File: config.mk
export PLATFORM = sky130hd
export DESIGN_NAME = pinned_tile_slot_cache_core
export DESIGN_NICKNAME = d
export VERILOG_FILES = /design/src/rtl/ptsc_pkg.sv /design/src/rtl/pinned_tile_slot_cache_core.sv
export SDC_FILE = /design/constraint.sdc
export NUM_CORES = 2
export LEC_CHECK = 0
export BUFFER_PORTS_ARGS = -buffer_cell sky130_fd_sc_hd__buf_2
export CORE_MARGIN = 4
export CORE_UTILIZATION = 50
export DETAILED_ROUTE_END_ITERATION = 12
export PLACE_DENSITY = 0.65
export SYNTH_ARGS = -nofsm -noshare
export SYNTH_HDL_FRONTEND = slang
export SYNTH_SLANG_ARGS = --single-unit
File: constraint.sdc
create_clock -name clk -period 6.9 [get_ports clk]
set_input_delay 0.345 -clock clk [delete_from_list [all_inputs] [get_ports clk]]
set_output_delay 0.345 -clock clk [all_outputs]
set_load 0.01 [all_outputs]
File: src/rtl/ptsc_pkg.sv
package ptsc_pkg;

  // Fixed field widths of the request and response words.
  localparam int KEY_FIELD_W  = 20;
  localparam int SLOT_FIELD_W = 5;
  localparam int PIN_W        = 8;
  localparam logic [PIN_W-1:0] PIN_MAX = 8'hFF;

  // Request codes. Code 7 has no meaning and is answered as nothing to do.
  localparam logic [2:0] FN_CLEAR     = 3'd0;
  localparam logic [2:0] FN_APPEND    = 3'd1;
  localparam logic [2:0] FN_CLAIM     = 3'd2;
  localparam logic [2:0] FN_LOAD_DONE = 3'd3;
  localparam logic [2:0] FN_PIN       = 3'd4;
  localparam logic [2:0] FN_RELEASE   = 3'd5;
  localparam logic [2:0] FN_CHECK     = 3'd6;
  localparam logic [2:0] FN_UNUSED    = 3'd7;

  // Response status codes.
  localparam logic [1:0] ST_OK          = 2'd0;
  localparam logic [1:0] ST_NOTHING     = 2'd1;
  localparam logic [1:0] ST_FULL        = 2'd2;
  localparam logic [1:0] ST_NOT_LOADING = 2'd3;

  typedef enum logic [1:0] {
    SS_FREE    = 2'd0,
    SS_LOADING = 2'd1,
    SS_READY   = 2'd2
  } slot_st_t;

  typedef enum logic [3:0] {
    S_IDLE,
    S_DONE,
    S_LK_RD,
    S_LK_CMP,
    S_CW_RD,
    S_CW_LATCH,
    S_CL_RD,
    S_CL_CMP,
    S_V_CHK,
    S_V_WRD,
    S_V_WCMP,
    S_C_WRITE
  } seq_state_t;

  typedef struct packed {
    logic [2:0]              func;
    logic [KEY_FIELD_W-1:0]  tile_key;
    logic [SLOT_FIELD_W-1:0] slot_index;
  } in_word_t;

  typedef struct packed {
    logic [1:0]              status;
    logic [SLOT_FIELD_W-1:0] result_slot;
    logic [KEY_FIELD_W-1:0]  result_key;
    logic                    evicted;
  } out_word_t;

endpackage

File: src/rtl/pinned_tile_slot_cache_core.sv
// Clear, append, load done, release and unknown codes go from idle straight to the done state.
// Pin and check walk the tag memory slot by slot, with a read and a compare state per slot.
// A claim walks wanted list against tags and tags against wanted list through one shared
// key comparator; a new word is taken only once the sequencer is back in idle.
// A new word is taken while the previous result still waits in the output register.
// Reset (rst_n low, synchronous) frees all slots, zeroes pins and empties the wanted list.
module pinned_tile_slot_cache_core #(
  parameter int SLOT_COUNT = 32,
  parameter int KEY_BITS   = 20
) (
  input  logic                clk,
  input  logic                rst_n,
  input  logic                in_valid,
  output logic                in_ready,
  input  ptsc_pkg::in_word_t  in_data,
  output logic                out_valid,
  input  logic                out_ready,
  output ptsc_pkg::out_word_t out_data
);
  import ptsc_pkg::*;

  localparam int SW = $clog2(SLOT_COUNT);
  localparam int CW = $clog2(SLOT_COUNT + 1);
  localparam int KW = (KEY_BITS < KEY_FIELD_W) ? KEY_BITS : KEY_FIELD_W;
  localparam logic [CW-1:0] N_C = CW'(SLOT_COUNT);

  // Control state.
  seq_state_t state_r, state_nxt;
  logic       out_valid_r, out_valid_nxt;
  out_word_t  out_data_r, out_data_nxt;
  logic [CW-1:0] count_r, count_nxt;
  slot_st_t   slot_st_r [SLOT_COUNT];
  logic [PIN_W-1:0] pin_r [SLOT_COUNT];

  // Working registers of the sequencer.
  logic [2:0]    func_r, func_nxt;
  logic [KW-1:0] key_r, key_nxt;
  logic [CW-1:0] i_r, i_nxt;
  logic [CW-1:0] j_r, j_nxt;
  logic [CW-1:0] m_r, m_nxt;
  logic          evict_r, evict_nxt;
  out_word_t     res_r, res_nxt;

  // Memories with registered read data.
  logic [KW-1:0] tag_mem_r  [SLOT_COUNT];
  logic [KW-1:0] want_mem_r [SLOT_COUNT];
  logic [KW-1:0] tag_q_r, want_q_r;
  logic          tag_we, tag_re, want_we, want_re;
  logic [SW-1:0] tag_raddr, want_raddr, want_waddr;
  logic [KW-1:0] want_wdata;

  // Slot table update controls.
  logic          st_we, pin_inc, pin_zero, pin_clr_all;
  slot_st_t      st_val;
  logic [SW-1:0] sel_idx;

  logic [KW-1:0] in_key;
  logic [SW-1:0] j_idx, ld_idx;
  logic [31:0]   sidx_w, j_w;
  logic          sidx_ok;
  logic [KW-1:0] cmp_b;
  logic          cmp_eq;
  logic          occupied;

  assign in_key  = in_data.tile_key[KW-1:0];
  assign j_idx   = j_r[SW-1:0];
  assign j_w     = 32'(j_idx);
  assign sidx_w  = 32'(in_data.slot_index);
  assign ld_idx  = sidx_w[SW-1:0];
  assign sidx_ok = (sidx_w < 32'(SLOT_COUNT));

  // The one key comparator, shared by the tag lookups and the wanted-list test.
  assign cmp_b    = (state_r == S_V_WCMP) ? want_q_r : key_r;
  assign cmp_eq   = (tag_q_r == cmp_b);
  assign occupied = (slot_st_r[j_idx] != SS_FREE);

  assign in_ready  = (state_r == S_IDLE);
  assign out_valid = out_valid_r;
  assign out_data  = out_data_r;

  always_ff @(posedge clk) begin
    if (!rst_n) begin
      state_r     <= S_IDLE;
      out_valid_r <= 1'b0;
      count_r     <= '0;
    end else begin
      state_r     <= state_nxt;
      out_valid_r <= out_valid_nxt;
      count_r     <= count_nxt;
    end
  end

  always_ff @(posedge clk) begin
    out_data_r <= out_data_nxt;
    func_r     <= func_nxt;
    key_r      <= key_nxt;
    i_r        <= i_nxt;
    j_r        <= j_nxt;
    m_r        <= m_nxt;
    evict_r    <= evict_nxt;
    res_r      <= res_nxt;
  end

  always_ff @(posedge clk) begin
    if (!rst_n) begin
      for (int s = 0; s < SLOT_COUNT; s++) begin
        slot_st_r[s] <= SS_FREE;
        pin_r[s]     <= '0;
      end
    end else begin
      if (pin_clr_all) begin
        for (int s = 0; s < SLOT_COUNT; s++) begin
          pin_r[s] <= '0;
        end
      end
      if (pin_inc && (pin_r[sel_idx] != PIN_MAX)) begin
        pin_r[sel_idx] <= pin_r[sel_idx] + PIN_W'(1);
      end
      if (pin_zero) begin
        pin_r[sel_idx] <= '0;
      end
      if (st_we) begin
        slot_st_r[sel_idx] <= st_val;
      end
    end
  end

  always_ff @(posedge clk) begin
    if (tag_we) begin
      tag_mem_r[j_idx] <= key_r;
    end
    if (tag_re) begin
      tag_q_r <= tag_mem_r[tag_raddr];
    end
  end

  always_ff @(posedge clk) begin
    if (want_we) begin
      want_mem_r[want_waddr] <= want_wdata;
    end
    if (want_re) begin
      want_q_r <= want_mem_r[want_raddr];
    end
  end

  always_comb begin
    state_nxt     = state_r;
    out_valid_nxt = out_valid_r && !out_ready;
    out_data_nxt  = out_data_r;
    count_nxt     = count_r;
    func_nxt      = func_r;
    key_nxt       = key_r;
    i_nxt         = i_r;
    j_nxt         = j_r;
    m_nxt         = m_r;
    evict_nxt     = evict_r;
    res_nxt       = res_r;
    tag_we        = 1'b0;
    tag_re        = 1'b0;
    tag_raddr     = j_idx;
    want_we       = 1'b0;
    want_re       = 1'b0;
    want_raddr    = i_r[SW-1:0];
    want_waddr    = count_r[SW-1:0];
    want_wdata    = in_key;
    st_we         = 1'b0;
    st_val        = SS_LOADING;
    pin_inc       = 1'b0;
    pin_zero      = 1'b0;
    pin_clr_all   = 1'b0;
    sel_idx       = j_idx;

    case (state_r)
      S_IDLE: begin
        sel_idx = ld_idx;
        if (in_valid) begin
          func_nxt            = in_data.func;
          key_nxt             = in_key;
          i_nxt               = '0;
          j_nxt               = '0;
          m_nxt               = '0;
          res_nxt.status      = ST_NOTHING;
          res_nxt.result_slot = '0;
          res_nxt.result_key  = '0;
          res_nxt.evicted     = 1'b0;
          state_nxt           = S_DONE;
          case (in_data.func)
            FN_CLEAR: begin
              count_nxt      = '0;
              res_nxt.status = ST_OK;
            end
            FN_APPEND: begin
              if (count_r == N_C) begin
                res_nxt.status = ST_FULL;
              end else begin
                want_we        = 1'b1;
                count_nxt      = count_r + CW'(1);
                res_nxt.status = ST_OK;
              end
            end
            FN_CLAIM: begin
              state_nxt = S_CW_RD;
            end
            FN_LOAD_DONE: begin
              if (sidx_ok && (slot_st_r[ld_idx] == SS_LOADING)) begin
                st_we          = 1'b1;
                st_val         = SS_READY;
                res_nxt.status = ST_OK;
              end else begin
                res_nxt.status = ST_NOT_LOADING;
              end
            end
            FN_PIN, FN_CHECK: begin
              state_nxt = S_LK_RD;
            end
            FN_RELEASE: begin
              pin_clr_all    = 1'b1;
              res_nxt.status = ST_OK;
            end
            default: begin
              res_nxt.status = ST_NOTHING;
            end
          endcase
        end
      end

      // Lookup of the request key for pin and check.
      S_LK_RD: begin
        if (j_r == N_C) begin
          state_nxt = S_DONE;
        end else begin
          tag_re    = 1'b1;
          state_nxt = S_LK_CMP;
        end
      end
      S_LK_CMP: begin
        if (occupied && cmp_eq) begin
          if (slot_st_r[j_idx] == SS_READY) begin
            res_nxt.status      = ST_OK;
            res_nxt.result_slot = j_w[SLOT_FIELD_W-1:0];
            pin_inc             = (func_r == FN_PIN);
          end
          state_nxt = S_DONE;
        end else begin
          j_nxt     = j_r + CW'(1);
          state_nxt = S_LK_RD;
        end
      end

      // Claim, first half: the first wanted key that no occupied slot holds.
      S_CW_RD: begin
        if (i_r == count_r) begin
          state_nxt = S_DONE;
        end else begin
          want_re   = 1'b1;
          state_nxt = S_CW_LATCH;
        end
      end
      S_CW_LATCH: begin
        key_nxt   = want_q_r;
        j_nxt     = '0;
        state_nxt = S_CL_RD;
      end
      S_CL_RD: begin
        if (j_r == N_C) begin
          j_nxt     = '0;
          state_nxt = S_V_CHK;
        end else begin
          tag_re    = 1'b1;
          state_nxt = S_CL_CMP;
        end
      end
      S_CL_CMP: begin
        if (occupied && cmp_eq) begin
          i_nxt     = i_r + CW'(1);
          state_nxt = S_CW_RD;
        end else begin
          j_nxt     = j_r + CW'(1);
          state_nxt = S_CL_RD;
        end
      end

      // Claim, second half: the first free slot, or ready, unpinned and not wanted.
      S_V_CHK: begin
        if (j_r == N_C) begin
          state_nxt = S_DONE;
        end else if (slot_st_r[j_idx] == SS_FREE) begin
          evict_nxt = 1'b0;
          state_nxt = S_C_WRITE;
        end else if ((slot_st_r[j_idx] == SS_READY) && (pin_r[j_idx] == '0)) begin
          tag_re    = 1'b1;
          m_nxt     = '0;
          state_nxt = S_V_WRD;
        end else begin
          j_nxt = j_r + CW'(1);
        end
      end
      S_V_WRD: begin
        want_raddr = m_r[SW-1:0];
        if (m_r == count_r) begin
          evict_nxt = 1'b1;
          state_nxt = S_C_WRITE;
        end else begin
          want_re   = 1'b1;
          state_nxt = S_V_WCMP;
        end
      end
      S_V_WCMP: begin
        if (cmp_eq) begin
          j_nxt     = j_r + CW'(1);
          state_nxt = S_V_CHK;
        end else begin
          m_nxt     = m_r + CW'(1);
          state_nxt = S_V_WRD;
        end
      end
      S_C_WRITE: begin
        tag_we              = 1'b1;
        st_we               = 1'b1;
        st_val              = SS_LOADING;
        pin_zero            = 1'b1;
        res_nxt.status      = ST_OK;
        res_nxt.result_slot = j_w[SLOT_FIELD_W-1:0];
        res_nxt.result_key  = KEY_FIELD_W'(key_r);
        res_nxt.evicted     = evict_r;
        state_nxt           = S_DONE;
      end

      // Hand the result to the output register once it is free.
      S_DONE: begin
        if (!out_valid_r || out_ready) begin
          out_valid_nxt = 1'b1;
          out_data_nxt  = res_r;
          state_nxt     = S_IDLE;
        end
      end

      default: begin
        state_nxt = S_IDLE;
      end
    endcase
  end

  a_count_bound: assert property (@(posedge clk) disable iff (!rst_n)
    count_r <= N_C)
    else $error("wanted list count exceeds the list depth");

  a_cmp_index: assert property (@(posedge clk) disable iff (!rst_n)
    (state_r == S_LK_CMP || state_r == S_CL_CMP || state_r == S_V_WRD ||
     state_r == S_V_WCMP || state_r == S_C_WRITE) |-> (j_r < N_C))
    else $error("slot scan index out of range in a compare state");

  a_claim_loading: assert property (@(posedge clk) disable iff (!rst_n)
    (state_r == S_C_WRITE) |=> (slot_st_r[$past(j_idx)] == SS_LOADING))
    else $error("claimed slot did not become loading");

  a_out_from_done: assert property (@(posedge clk) disable iff (!rst_n)
    $rose(out_valid_r) |-> $past(state_r == S_DONE))
    else $error("response raised outside the done state");

  a_idle_only_accept: assert property (@(posedge clk) disable iff (!rst_n)
    (state_r != S_IDLE && state_r != S_DONE) |=> (state_r != S_IDLE || $past(state_r) == S_DONE))
    else $error("sequencer left a work state without passing through done");

endmodule
# --- After elaboration in Yosys (flattened, before gate mapping) ---
# Memories as Yosys holds them, arrays and structs flattened. A register that Yosys moved wholly into a read port is not among the register bits.
# Index checks and enable logic that the tools add are counted.
op_classes:
  reduce_logical: 38
  n_lt_le_gt_ge: 1
  bitwise_logic: 33
  n_addsub: 5
  n_mux: 134
  n_eq_ne: 43
op_table:
  columns: ["op", "count"]
  rows:
  - ["8-bit 2-to-1 mux", 34]
  - ["6-bit 2-to-1 mux", 13]
  - ["4-bit case mux with 12 select lines", 1]
  - ["1-bit 2-to-1 mux", 45]
  - ["21-bit case mux with 2 select lines", 1]
  - ["20-bit 2-to-1 mux", 2]
  - ["20-bit case mux with 2 select lines", 1]
  - ["6-bit case mux with 6 select lines", 1]
  - ["1-bit bitwise OR", 33]
  - ["2-bit inequality test, second input constant", 16]
  - ["5-bit 2-to-1 mux", 6]
  - ["28-bit 2-to-1 mux", 1]
  - ["6-bit by 1-bit adder with 6-bit output, second input constant", 4]
  - ["4-bit 2-to-1 mux", 6]
  - ["6-bit case mux with 2 select lines", 2]
  - ["7-bit case mux with 3 select lines", 1]
  - ["20-bit equality test", 1]
  - ["2-bit 2-to-1 mux", 10]
  - ["6-bit case mux with 3 select lines", 1]
  - ["4-bit by 3-bit equality test with 1-bit output, second input constant", 4]
  - ["4-bit equality test, second input constant", 4]
  - ["7-bit 2-to-1 mux", 2]
  - ["3-bit equality test, second input constant", 4]
  - ["6-bit equality test", 2]
  - ["other kinds (32)", 59]
word_totals:
  mem_bits_rw: 1600
  output_inout_bits: 30
  mem_count: 4
  input_bits: 32
  register_bits: 109
  elab_cells: 275
memory_table:
  columns: ["name", "words", "width", "rd", "rd_clocked_by_memory_dff", "wr", "line", "source"]
  rows:
  - ["tag_mem_r", 32, 20, 1, 1, 1, "pinned_tile_slot_cache_core.sv:45", "logic [KW-1:0] tag_mem_r [SLOT_COUNT];"]
  - ["want_mem_r", 32, 20, 1, 1, 1, "pinned_tile_slot_cache_core.sv:46", "logic [KW-1:0] want_mem_r [SLOT_COUNT];"]
  - ["pin_r", 32, 8, 2, 1, 32, "pinned_tile_slot_cache_core.sv:33", "logic [PIN_W-1:0] pin_r [SLOT_COUNT];"]
  - ["slot_st_r", 32, 2, 2, 1, 32, "pinned_tile_slot_cache_core.sv:32", "slot_st_t slot_st_r [SLOT_COUNT];"]

# --- Longest topological paths before layout ---
depth:
  depth_word: 13
  mapped_depth: 21
  depth_no_buf: 15

# --- Worst setup path after synthesis ---
# Ideal clock, no wire load.
synth_path:
  path_kind: "flip-flop to flip-flop"
  startpoint: "reg j_r[0]"
  endpoint: "reg tag_q_r[0], read port of tag_mem_r (enable)"
  n_path_buf: 7
  arrival_time_ps: 3862
  path_slack_ps: 2635
  path_stages_with_launch: 12
  t_required_ps: 6496
  setup_ps: 404
  synth_period_minus_slack_ps: 4265
  cell_sequence: "edfxtp_1 > buf_2 > buf_2 > buf_2 > buf_2 > buf_1 > buf_1 > inv_1 > ha_1 > and3_1 > clkbuf_1 > a21oi_1"
synth_between:
  elab_chain_len: 3
  word_cells_on_any_way: 4
  classes_between: "eq/ne (1); mux (3)"
synth_lines:
  columns: ["element", "line", "source"]
  rows:
  - ["start: declaration", "pinned_tile_slot_cache_core.sv:39", "logic [CW-1:0] j_r, j_nxt;"]
  - ["start signal: assignment", "pinned_tile_slot_cache_core.sv:98", "j_r <= j_nxt;"]
  - ["6-bit equality test *", "pinned_tile_slot_cache_core.sv:229, pinned_tile_slot_cache_core.sv:265, pinned_tile_slot_cache_core.sv:285", null]
  - ["1-bit 2-to-1 mux (on tied branches)", "pinned_tile_slot_cache_core.sv:285, pinned_tile_slot_cache_core.sv:229, pinned_tile_slot_cache_core.sv:265", null]
  - ["1-bit case mux with 2 select lines *", "pinned_tile_slot_cache_core.sv:173", "case (state_r)"]
  - ["via tag_re", "pinned_tile_slot_cache_core.sv:48", "logic tag_we, tag_re, want_we, want_re;"]
  - ["end: declaration", "pinned_tile_slot_cache_core.sv:47", "logic [KW-1:0] tag_q_r, want_q_r;"]
# The timed path passes the listed nets; every way through them passes the cells marked *.
# A chain may end at the register's enable or synchronous reset.

==> flow_summary.ini <==
[outcome]
outcome = completed

[synthesis]
synth_compound_area_share_pct = 8.78
synth_adder_area_share_pct = 0.235
synth.largest_area_cell = edfxtp_1
async_flop_share_pct = 0
synthMuxAreaShare_pct = 7.95
synth_top_family_by_area = simple AND/OR/NAND/NOR gates
ys_ff_latch = 1754
ys_top_cells_by_area = edfxtp_1, mux4_2, nand2_1
syn-num-nets = 5034
netlist_area_sq_um = 74500
synth_edf_count = 1738
synth_flop_cell = edfxtp_1
yosys.area_share.simple_pct = 9.47
yosys_warnings = 0
synth_top_area_share_pct = 70.0
synth_xor_area_share_pct = 0.564
avgSynthCellArea_sq_um = 14.9
yosysUniqueCellTypes = 86
synth_cells = 4988
ys_seq_area_share_pct = 70.5

[critical_path]
crit_chain = inv_1 -> ha_1 -> or3b_2 -> inv_1 -> buf_4 -> and2_1 -> a21o_1 -> o21ai_0 -> o2111ai_1 -> nor2_1 -> ha_1 -> nand4_1 -> o21ai_4 -> buf_12 -> o21ai_0
cp_max_fo = 114
cp_top_family = compound AO/OA/AOI/OAI gates
critPathKind = reg2reg
path_buf_inv = 4
cpMaxStageDelayCell = o21ai_0
required_ps = 7320
arrival_ps = 6580
reg2reg_from = state_r[2]
cpPeakStageDelay_ps = 970
end_kind = flop
worst_setup_path_start_kind = flop
startpoint = state_r[2]

[sta]
hold_viol_final = 0
finalCritPeriodShare_pct = 89.2
setup_tns_ps = 0
post-route-min-period_ps = 6150
worst_pin_slew_ps = 1290
setup_viol = 0
fin_hold_ws_ps = 50.6
finClkSkew_ps = 40.5
rsz0062_at_grt = false
relSlewSlack_pct = 13.8
slew_viol_final = 0
fin_ws_ps = 746
max_freq_ghz = 0.163

[finish]
drive_gt1_share_pct = 16.6
nFillCells = 11400
final_common_cell = edfxtp_1
area_delta_synth_final_pct = 11.6
instances_no_fill = 7104
nets = 5076
final_cell_mix = edfxtp_1, nand2_1, a211oi_1, mux4_2, nor2_1
final_area_sq_um = 83200

[floorplanning]
die_area_sq_um = 155000
core-area_sq_um = 148000
start_util_pct = 50.4
dieHeight_microns = 394
num_rows = 141
io_pins = 62
die_w_microns = 394

[detailed_routing]
drc = 0
dr_total_vias = 45500
wl_mm = 203
viasPerCell = 6.41
drt_iter0_drc = 5388
wire_per_inst_microns = 28.6
dr.pass1.iters = 8
ant_nets = 0

[pwr]
p_leak_uw = 0.0264
ir_worst_vdd_mv = 0.246
p_per_area_nw_per_um2 = 321

[clocking]
insertion_delay_ps = 810
clk_pin_slew_worst_paths_ps = 60
cts.htree.levels = 4
cts_inserted_buffers = 175
clock_sinks = 1754
cts_tree = done
cts_root_buf = clkbuf_16
clockBufferDepth = 3
post_cts_resized = 0

[grt]
grt_antenna_before_repair = 9
grt_pass1_wl_mm = 298
overflow = 0
grt_pass1_vias = 43800
grt_max_degree = 182
track_usage_pct = 25.8

[placement]
portBuffers = 61
dp_hpwl_mm = 125
dp_cells = 6776
place.gp.congestion = 0.982
placed_area_sq_um = 77300
dpl_worst_slack_ps = 964

[worst_hold_path]
hold_path_class = in2reg
min_from = in_data[12]

[job]
max_cap_viol_count = 0
-- power by group --
part	switching [uW]	internal, uW	leakage [uW]
sequential	228	12100	0.0163
clock	4090	5440	0.00280
combinational	3360	1490	0.00729
total	7680	19000	0.0264
-- through the flow --
stage	utilization, %	power, uW
floorplan	-	15400
global placement	52.3	17300
detailed placement	52.3	17300
CTS	56.3	26700
global route	56.3	27600
finish	56.3	26700
-- routing by layer --
metal | part of all wire [%] | vias up | wire length (microns) | GRT usage, %
met2 | 47 | 2354 | 94600 | 40.1
met3 | 10 | 436 | 20300 | 5.96
li1 | - | 19700 | - | -
met1 | 40 | 23100 | 81600 | 36.4
met5 | 0.026 | - | 53 | 0
met4 | 3.3 | 8 | 6700 | 8.50
-- final timing paths --
check,endpoint,slack (ps),cells past startpoint
min reg2reg,out_data[3],410,0
max,pin_r[3][6],750,15
max reg2reg,pin_r[3][6],750,15
min,want_mem_r[26][7],50,1
-- area by class of cell --
| cell class | count | area (sq um) | share of cell area, % |
|---|---|---|---|
| Sequential cell | 1754 | 52500 | 63.1 |
| Clock inverter | 105 | 1230 | 1.48 |
| Antenna cell | 1 | 2.50 | 0.00301 |
| Inverter | 43 | 161 | 0.194 |
| Timing Repair Buffer | 243 | 1830 | 2.20 |
| Tap cell | 1930 | 2410 | 2.90 |
| Multi-Input combinational cell | 2813 | 20500 | 24.6 |
| Clock buffer | 215 | 4550 | 5.47 |
-- registers in the layout, indices dropped and copies added, names as in the netlist, named ones only --
name,flops
j_r,6
out_valid,1
res_r,28
out_data,28
count_r,6
tag_q_r,20
m_r,6
key_r,20
want_q_r,20
evict_r,1
slot_st_r,64
i_r,6
func_r,3
pin_r,256
tag_mem_r,640
state_r,4
want_mem_r,640
-- timing repair --
item	in CTS	in global routing
hold buffers	7	0
endpoints found under the setup margin	0	0
endpoints found under the hold margin	45	0
buffers inserted	0	0
-- cells by family after synthesis --
| family | Yosys count |
|---|---|
| AO/OA/AOI/OAI | 920 |
| AND/OR/NAND/NOR | 1491 |
| multiplexers | 340 |
| adder cells (fa/ha/maj) | 14 |
| buffers and inverters | 421 |
| flip-flops | 1754 |
| XOR/XNOR | 48 |
-- Yosys cell counts (16+ instances only) --
cell and n:
inv_1 43, mux2_2 37, dfxtp_1 16, mux4_2 198, a311oi_1 82, and2_0 28
o21ai_0 98, a211oi_1 232, xnor2_1 22, a31oi_1 95, nor4_1 55, buf_1 34
and2_1 169, a21oi_1 124, a22oi_1 94, a21oi_2 32, nor3_1 183, buf_6 20
nand3_1 66, xor2_1 26, nand2_1 583, nand4_1 45, edfxtp_1 1738, mux2i_1 105
a21o_1 24, nor2b_1 31, nor2_1 254, buf_2 49, buf_4 16, clkbuf_1 256
(Power assumes the default switching activity.)
